[src/rusc_pkg.sv]
`timescale 1ns / 1ps
`default_nettype none
// ----------------------------------------------------------------------------
// rusc_pkg: shared types and constants
// Action codes, sweep opcodes, the sweep control struct and the FSM states
// of the rectangle union coverage engine.
// ----------------------------------------------------------------------------
package rusc_pkg;

  localparam int MAX_COLUMNS_DEF = 4096;
  localparam int COUNT_BITS_DEF  = 16;
  // upper bound on the number of cells in the chain
  localparam int CELLS_MAX       = 64;

  localparam int FIELD_W = 13;
  localparam int AREA_W  = 48;

  localparam logic [FIELD_W-1:0] ACTIVE_RESET  = 13'd4096;
  localparam logic [FIELD_W-1:0] ROW_FIELD_MAX = 13'd8191;

  // transaction kinds on the input stream (tuser)
  localparam logic [1:0] ACT_RANGE   = 2'd0;
  localparam logic [1:0] ACT_ROW_END = 2'd1;
  localparam logic [1:0] ACT_CLEAR   = 2'd2;

  typedef enum logic [1:0] {
    OP_CLEAR,
    OP_ADD,
    OP_SCAN
  } op_t;

  // broadcast to every cell while the slice address sweeps
  typedef struct packed {
    logic valid;
    op_t  op;
    logic start;
  } sweep_t;

  typedef enum logic [2:0] {
    ST_CLEAR,
    ST_IDLE,
    ST_ADD,
    ST_SCAN,
    ST_SUM,
    ST_EMIT
  } state_t;

endpackage : rusc_pkg
`default_nettype wire

[src/rusc_cell.sv]
`timescale 1ns / 1ps
`default_nettype none
// ----------------------------------------------------------------------------
// rusc_cell: one cell of the coverage chain
// Holds the counters of a contiguous slice of columns in a local memory,
// applies range updates and clears one column per cycle, counts covered
// columns on a scan and adds its count to the partial sum of its neighbor.
// ----------------------------------------------------------------------------
module rusc_cell import rusc_pkg::*; #(
  parameter int COUNT_BITS = COUNT_BITS_DEF,
  parameter int SLICE      = 64,
  parameter int AW         = 6,
  parameter int WW         = 13,
  parameter int CNT_W      = 7,
  parameter int SUM_W      = 13,
  parameter logic [WW-1:0] BASE = '0
) (
  input  logic              clk,
  input  logic              rst,
  input  sweep_t            sweep,
  input  logic [AW-1:0]     addr,
  input  logic [WW-1:0]     lo,
  input  logic [WW-1:0]     hi,
  input  logic [WW-1:0]     limit,
  input  logic signed [1:0] delta,
  input  logic [SUM_W-1:0]  sum_in,
  output logic [SUM_W-1:0]  sum_out
);

  logic [COUNT_BITS-1:0] mem [SLICE];
  logic [COUNT_BITS-1:0] rd_data;
  logic [AW-1:0]         addr_q;
  sweep_t                s1;
  logic [CNT_W-1:0]      count;

  logic [WW-1:0]         col;
  logic                  in_range;
  logic                  hit;
  logic [COUNT_BITS:0]   up_sum;
  logic [COUNT_BITS-1:0] mag;
  logic [COUNT_BITS-1:0] upd;
  logic                  wr_en;
  logic [COUNT_BITS-1:0] wr_data;

  // stage 0: read the addressed counter
  always_ff @(posedge clk) begin
    rd_data <= mem[addr];
    addr_q  <= addr;
  end

  always_ff @(posedge clk) begin
    if (rst) begin
      s1 <= '0;
    end else begin
      s1 <= sweep;
    end
  end

  // stage 1: modify and write back
  always_comb begin
    col      = BASE + WW'(addr_q);
    in_range = (col >= lo) && (col < hi);
    hit      = (rd_data != '0) && (col < limit);
    // magnitude of delta: +1 / 0 / -1 / -2
    if (!delta[1]) begin
      mag = COUNT_BITS'(delta[0]);
    end else begin
      mag = COUNT_BITS'({~delta[0], delta[0]});
    end
    up_sum = {1'b0, rd_data} + {1'b0, mag};
    if (!delta[1]) begin
      upd = up_sum[COUNT_BITS] ? '1 : up_sum[COUNT_BITS-1:0];
    end else begin
      upd = (rd_data > mag) ? (rd_data - mag) : '0;
    end
    wr_en   = s1.valid && ((s1.op == OP_CLEAR) || ((s1.op == OP_ADD) && in_range));
    wr_data = (s1.op == OP_CLEAR) ? '0 : upd;
  end

  always_ff @(posedge clk) begin
    if (wr_en) begin
      mem[addr_q] <= wr_data;
    end
  end

  // local covered count, restarted by the first address of a scan
  always_ff @(posedge clk) begin
    if (rst) begin
      count <= '0;
    end else if (s1.valid && (s1.op == OP_SCAN)) begin
      if (s1.start) begin
        count <= CNT_W'(hit);
      end else begin
        count <= count + CNT_W'(hit);
      end
    end
  end

  // partial sum handed on to the next cell every cycle
  always_ff @(posedge clk) begin
    sum_out <= sum_in + SUM_W'(count);
  end

endmodule : rusc_cell
`default_nettype wire

[config.mk]
export PLATFORM = sky130hd
export DESIGN_NAME = rusc_cell
export DESIGN_NICKNAME = d
export VERILOG_FILES = /design/src/rusc_pkg.sv /design/src/rusc_cell.sv
export SDC_FILE = /design/constraint.sdc
export NUM_CORES = 1
export LEC_CHECK = 0
export BUFFER_PORTS_ARGS = -buffer_cell sky130_fd_sc_hd__buf_4
export CAP_MARGIN = 20
export CORE_ASPECT_RATIO = 1.2
export CORE_MARGIN = 2
export CORE_UTILIZATION = 45
export DETAILED_ROUTE_END_ITERATION = 16
export GPL_TIMING_DRIVEN = 0
export PLACE_DENSITY_LB_ADDON = 0.15
export REMOVE_ABC_BUFFERS = 1
export SLEW_MARGIN = 20
export SYNTH_ARGS = -nofsm -noshare
export SYNTH_HDL_FRONTEND = slang
export SYNTH_SLANG_ARGS = --single-unit
[constraint.sdc]
create_clock -name clk -period 16.2 [get_ports clk]
set_input_delay 0.81 -clock clk [delete_from_list [all_inputs] [get_ports clk]]
set_output_delay 0.81 -clock clk [all_outputs]
set_load 0.03 [all_outputs]
==> impl_metrics.csv, run 1 <==
group,metric,value,unit
sta,timing.final.ws_setup,11.72,ns
cells_and_area,final_cell_mix,"1024 x edfxtp_1, 256 x mux4_2, 147 x buf_4",
floorplan,io_pins,79,
cells_and_area,drive_gt1_frac,0.3193,
global_route,globalRouteTotalUtil,0.2173,
power,powerDensity,117.8,nW/um^2
synthesis,syn_inst,2131,
drt,route.detailed.drc,0,
worst_setup_path,cp_max_fo,16,
synthesis,yosysWarnings,0,
sta,slew_headroom,0.2107,
clock_tree,cts_buffers,102,
sta,setup_viol,0,
drt,dr_total_vias,22010,
sta,finalHoldViolCount,0,
floorplan,std_cell_rows,123,
clock_tree,holdBufCountCts,0,
min_path,hp-class,"in -> reg",
floorplan,die_y,341.0,um
power,peakVddDrop,0.00007735,V
power,power,5.960,mW
cells_and_area,fin_nets,2509,
placement,place_area,47240,um^2
worst_setup_path,crit_path_end_kind,"flip-flop",
cells_and_area,fillCellCount,7157,
floorplan,core_region_area,93720,um^2
floorplan,initial_core_util,0.4545,
worst_setup_path,cp-start-kind,"flip-flop",
synthesis,syn_area,42600,um^2
synthesis,synth_edf_count,1024,
placement,portBuffers,78,
synthesis,synthArstFlopShare,0,
cells_and_area,seqCellArea,31670,um^2
worst_setup_path,crit_required,16.59,ns
power,power.leakage,16.55,nW
worst_setup_path,startpoint,"addr_q[0]",
drt,antenna_left,0,
global_route,grt_pass1_vias,22690,
synthesis,synth.distinct_cells,56,
sta,fin_crit_sh,0.2767,
placement,dp_slack,11.56,ns
floorplan,fp.dieArea,97150,um^2
cells_and_area,fin_cells,3748,
sta,finalSetupTns,0,ns
cells_and_area,final_common_cell,"edfxtp_1",
synthesis,synth_seq_area_share,0.7435,
global_route,grt_pass1_wl,153900,um
drt,via_per_inst,5.871,
run_status,status,"completed",
clock_tree,clk_latency,0.69,ns
floorplan,dieWidth,284.9,um
sta,final.min_clock_period,4.483,ns
placement,dpl.cell_count,3556,
worst_setup_path,r2r_start,"addr_q[0]",
drt,first_iter_violations,2036,
clock_tree,cts_tree,"yes",
global_route,antenna_found_initial,0,
clock_tree,post_cts_buffers,0,
cells_and_area,postLayoutCoreUtil,0.5400,
sta,skew,0.03810,ns
drt,drt_wl_total,104900,um
placement,gp_congestion,0.8323,
synthesis,ys.flop_type,"edfxtp_1",
min_path,min_from,"sum_in[12]",
worst_setup_path,arrival,4.87,ns
global_route,gr-total-overflow,0,
cells_and_area,final_cell_area,50610,um^2
sta,fmax,223.1,MHz
synthesis,ys_ff_latch,1070,
sta,rsz0062_at_grt,"no",
clock_tree,clockBufferDepth,3,
clock_tree,cts-root-buf,"clkbuf_16",
global_route,grt_max_degree,81,
clock_tree,cts_resized,0,
run,drv_cap,0,
sta,max_slew.worst_pin.slew,1.184,ns
worst_setup_path,setup.worst_path.class,"reg -> reg",
placement,hpwl,72690,um
sta,slew_viol_final,0,
drt,wl_per_cell,27.99,um
clock_tree,cts.sinks,1070,
clock_tree,clkTransAtPathRegs,0.06,ns
sta,fin_hold_ws,0.3293,ns
drt,first_pass_iters,6,
cells_and_area,multiInputGateArea,10900,um^2
clock_tree,cts_htree_levels,3,
synthesis,avgSynthCellArea,19.99,um^2
cells_and_area,syn_to_final_growth,18.81,%
cell families (layout without fill, tap and decap cells):
family | Yosys count | after routing | synth area share
AOI/OAI and AO/OA | 216 | 216 | 0.03604
DFF | 1070 | 1070 | 0.7435
and+or+nand+nor | 337 | 337 | 0.04424
adders and majority gates | 33 | 33 | 0.01022
xor gates and xnor gates | 23 | 23 | 0.004729
buffers and inverters | 153 | 518 | 0.01583
other | 0 | 2 | 0
muxes | 299 | 299 | 0.1455
registers in the layout, indices dropped and copies added (netlist names):
name     cells
sum_out     13
s1           4
addr_q       6
rd_data     16
count        7
mem       1024
Yosys cell counts (5+ instances only):
| library cell | n | area, um^2 |
|---|---|---|
| buf_4 | 6 | 45.04 |
| a22oi_1 | 16 | 120.1 |
| or3_1 | 9 | 56.30 |
| clkbuf_1 | 65 | 244.0 |
| o221ai_1 | 6 | 52.55 |
| nor4b_1 | 5 | 43.79 |
| nand4_1 | 7 | 43.79 |
| nand3_1 | 17 | 85.08 |
| nand2_1 | 69 | 259.0 |
| mux2i_1 | 43 | 430.4 |
| edfxtp_1 | 1024 | 30750 |
| o311ai_0 | 8 | 70.07 |
| nor3_1 | 53 | 265.3 |
| dfxtp_1 | 46 | 920.9 |
| o22a_1 | 6 | 52.55 |
| buf_1 | 16 | 60.06 |
| a22o_1 | 12 | 105.1 |
| nor4b_2 | 14 | 210.2 |
| mux4_2 | 256 | 5766 |
| nand2b_1 | 19 | 118.9 |
| and4_1 | 11 | 96.34 |
| xnor2_1 | 9 | 78.83 |
| nor2_1 | 57 | 214.0 |
| inv_1 | 29 | 108.9 |
| a21oi_1 | 26 | 130.1 |
| ha_1 | 30 | 375.4 |
| a221oi_1 | 27 | 236.5 |
| buf_6 | 5 | 56.30 |
| o22ai_1 | 10 | 62.56 |
| a211oi_1 | 24 | 180.2 |
| nor4_1 | 28 | 175.2 |
| xor2_1 | 14 | 122.6 |
| o211ai_1 | 6 | 45.04 |
| o21ai_0 | 50 | 250.2 |
| a21o_1 | 11 | 82.58 |
| buf_2 | 32 | 160.2 |
| nor2b_1 | 28 | 175.2 |
final timing paths:
path	end	cells past startpoint	slack (ns)
hold reg to reg	count[6]	2	0.54
hold / removal	sum_out[12]	2	0.33
setup / recovery	mem[54][0]	15	11.72
setup reg to reg	mem[54][0]	15	11.72
per-layer routing:
metal	global-route usage	vias up	part of all wire	routed length, um
met2	0.3605	712	0.50	52650
met3	0.02941	159	0.053	5567
met4	0.07928	0	0.033	3424
met5	0	-	0	0
met1	0.2961	11690	0.41	43260
li1	-	9440	-	-
area by class of cell:
cell class | instances | area share
inverter | 29 | 0.002151
antenna | 2 | 0.00009889
multi-input combinational | 908 | 0.2154
timing repair buffer | 299 | 0.05904
clock buffer | 129 | 0.05533
clock inverter | 61 | 0.01125
sequential | 1070 | 0.6258
tap | 1250 | 0.03090
critical path, cell delays in order, from the launching register on:
cell      delay (ns)
dfxtp_1         0.67
inv_1           0.15
ha_1            0.30
nand2b_1        0.09
a21o_1          0.12
a21o_1          0.31
a31oi_4         0.22
buf_16          0.23
buf_16          0.17
buf_16          0.17
buf_16          0.17
buf_8           0.16
nor4_2          0.66
buf_2           0.33
buf_2           0.22
buf_4           0.17
power by group:
part / total (mW) / switching, mW / leakage [nW] / internal (mW)
registers: 3.12 / 0.0208 / 9.75 / 3.09
clock network: 2.40 / 1.02 / 1.65 / 1.38
logic: 0.444 / 0.276 / 5.16 / 0.168
Power figures use the tool's default switching activity.
==> run 2: changes to the inputs <==
clock period = 3.9 ns   (was 16.2 ns; I/O delays follow)
==> run 2 against run 1 <==
Net effect:
- clock skew fell by 0.0010 ns
- non-clock buffer count rose by 35
- global-route usage increased by 0.097 points
- setup slack worse by 12 ns
- count of clock-buffer cells in the layout did not move
- power grew to 4.2 times the previous value
- design area rose by 0.89%
==> impl_metrics.csv, run 2 (synthesis gave the netlist of run 1 again) <==
group,metric,value,unit
sta,final.min_clock_period,3.814,ns
worst_setup_path,cp_max_fo,13,
clock_tree,clockBufferDepth,3,
drt,first_iter_violations,2114,
cells_and_area,fin_cells,3782,
power,powerDensity,485.4,nW/um^2
global_route,globalRouteTotalUtil,0.2183,
run,drv_cap,0,
cells_and_area,registers.top_by_ff_count,"mem",
drt,via_per_inst,5.860,
placement,hpwl,72690,um
sta,slew_headroom,0.2211,
drt,wl_per_cell,27.87,um
run_status,status,"completed",
clock_tree,clk_latency,0.68,ns
cells_and_area,largest_reg_flops,1024,
sta,fin_crit_sh,0.9780,
cells_and_area,final_cell_area,51060,um^2
sta,fin_hold_ws,0.08561,ns
worst_setup_path,arrival,4.19,ns
min_path,hp-class,"in -> reg",
power,peakVddDrop,0.0003209,V
drt,drt_wl_total,105400,um
cells_and_area,final_cell_mix,"1024 x edfxtp_1, 256 x mux4_2, 158 x buf_4",
sta,fmax,262.2,MHz
cells_and_area,syn_to_final_growth,19.87,%
sta,skew,0.03709,ns
sta,setup_viol,0,
placement,portBuffers,78,
clock_tree,cts_buffers,102,
drt,antenna_left,0,
floorplan,std_cell_rows,123,
clock_tree,cts-root-buf,"clkbuf_16",
placement,dp_slack,-0.5750,ns
worst_setup_path,cp-start-kind,"flip-flop",
placement,place_area,47240,um^2
clock_tree,cts.sinks,1070,
worst_setup_path,crit_path_end_kind,"flip-flop",
global_route,antenna_found_initial,0,
drt,first_pass_iters,6,
floorplan,fp.dieArea,97150,um^2
global_route,grt_max_degree,81,
worst_setup_path,crit_required,4.27,ns
sta,max_slew.worst_pin.slew,1.164,ns
global_route,grt_pass1_wl,154700,um
drt,route.detailed.drc,0,
drt,route.met2.wl,52890,um
floorplan,die_y,341.0,um
sta,finalSetupTns,0,ns
cells_and_area,reg.largest.list,"mem: 1024 flops, rd_data: 16 flops, sum_out: 13 flops",
sta,rsz0062_at_grt,"no",
drt,dr_total_vias,22160,
floorplan,initial_core_util,0.4545,
clock_tree,cts_htree_levels,3,
placement,gp_congestion,0.8323,
power,power.leakage,16.74,nW
global_route,grt_pass1_vias,22910,
clock_tree,cts_tree,"yes",
cells_and_area,drive_gt1_frac,0.3216,
drt,wl_met1,43530,um
cells_and_area,fin_nets,2544,
sta,timing.final.ws_setup,0.08591,ns
clock_tree,clkTransAtPathRegs,0.06,ns
floorplan,io_pins,79,
global_route,gr-total-overflow,0,
worst_setup_path,setup.worst_path.class,"reg -> reg",
drt,routed.top_layer,"met4",
cells_and_area,postLayoutCoreUtil,0.5448,
power,power,24.78,mW
placement,dpl.cell_count,3556,
cells_and_area,final_common_cell,"edfxtp_1",
sta,slew_viol_final,0,
sta,finalHoldViolCount,0,
floorplan,dieWidth,284.9,um
drt,wl_met3,5510,um
floorplan,core_region_area,93720,um^2
run 2: changes by cell type in the layout (fill, tap and decap cells not counted), moves of 2 or more:
cell / delta
buf_2: -3
nor4b_2: -4
nor4_2: -7
clkbuf_4: +2
nor4b_4: +4
dlygate4sd3_1: +25
dfxtp_1: -4
buf_4: +11
dfxtp_4: +3
nor4_4: +7
run 2: routing by layer:
layer,track usage,up-vias
met3,0.03015,156
met4,0.07993,0
li1,-,9509
met1,0.2955,11790
met5,0,-
met2,0.3635,711
run 2: worst paths after layout:
path,start,endpoint,slack (ns),depth (start not counted)
worst min-delay path,addr[0],addr_q[0],0.09,2
worst max-delay path,addr_q[1],mem[7][5],0.09,11
worst min register to register,count[6],count[6],0.54,2
worst max register to register,addr_q[1],mem[7][5],0.09,11
run 2: repair_timing:
| item | in CTS | in global routing |
|---|---|---|
| setup endpoints to repair | 270 | 103 |
| pin swaps | 4 | 4 |
| hold buffers | 25 | 0 |
| buffers inserted | 3 | 7 |
| hold endpoints to repair | 26 | 0 |
| resized for setup | 19 | 7 |
run 2: layout make-up:
cell class / instances / area (um^2)
Antenna cell: 1 / 2.502
Clock buffer: 129 / 2800
Clock inverter: 61 / 569.3
Fill cell: 7114 / 42660
Inverter: 29 / 108.9
Multi-Input combinational cell: 908 / 11010
Sequential cell: 1070 / 31690
Tap cell: 1250 / 1564
Timing Repair Buffer: 334 / 3321
run 2: worst max-delay path, stage by stage (launching register included):
cell and delay (ns):
dfxtp_4 0.46, ha_1 0.27, a21o_1 0.16, a21o_1 0.28
a2111oi_4 0.43, o31ai_4 0.21, buf_6 0.23, buf_6 0.18
buf_6 0.18, nor3_2 0.61, buf_4 0.32, buf_6 0.16
run 2: where the power goes:
part | leakage (nW) | internal (mW) | total [mW] | switching (mW)
sequential | 9.75 | 12.9 | 12.9 | 0.0879
combinational | 5.34 | 0.719 | 1.88 | 1.16
clock | 1.65 | 5.74 | 9.97 | 4.23
total | 16.7 | 19.3 | 24.8 | 5.48
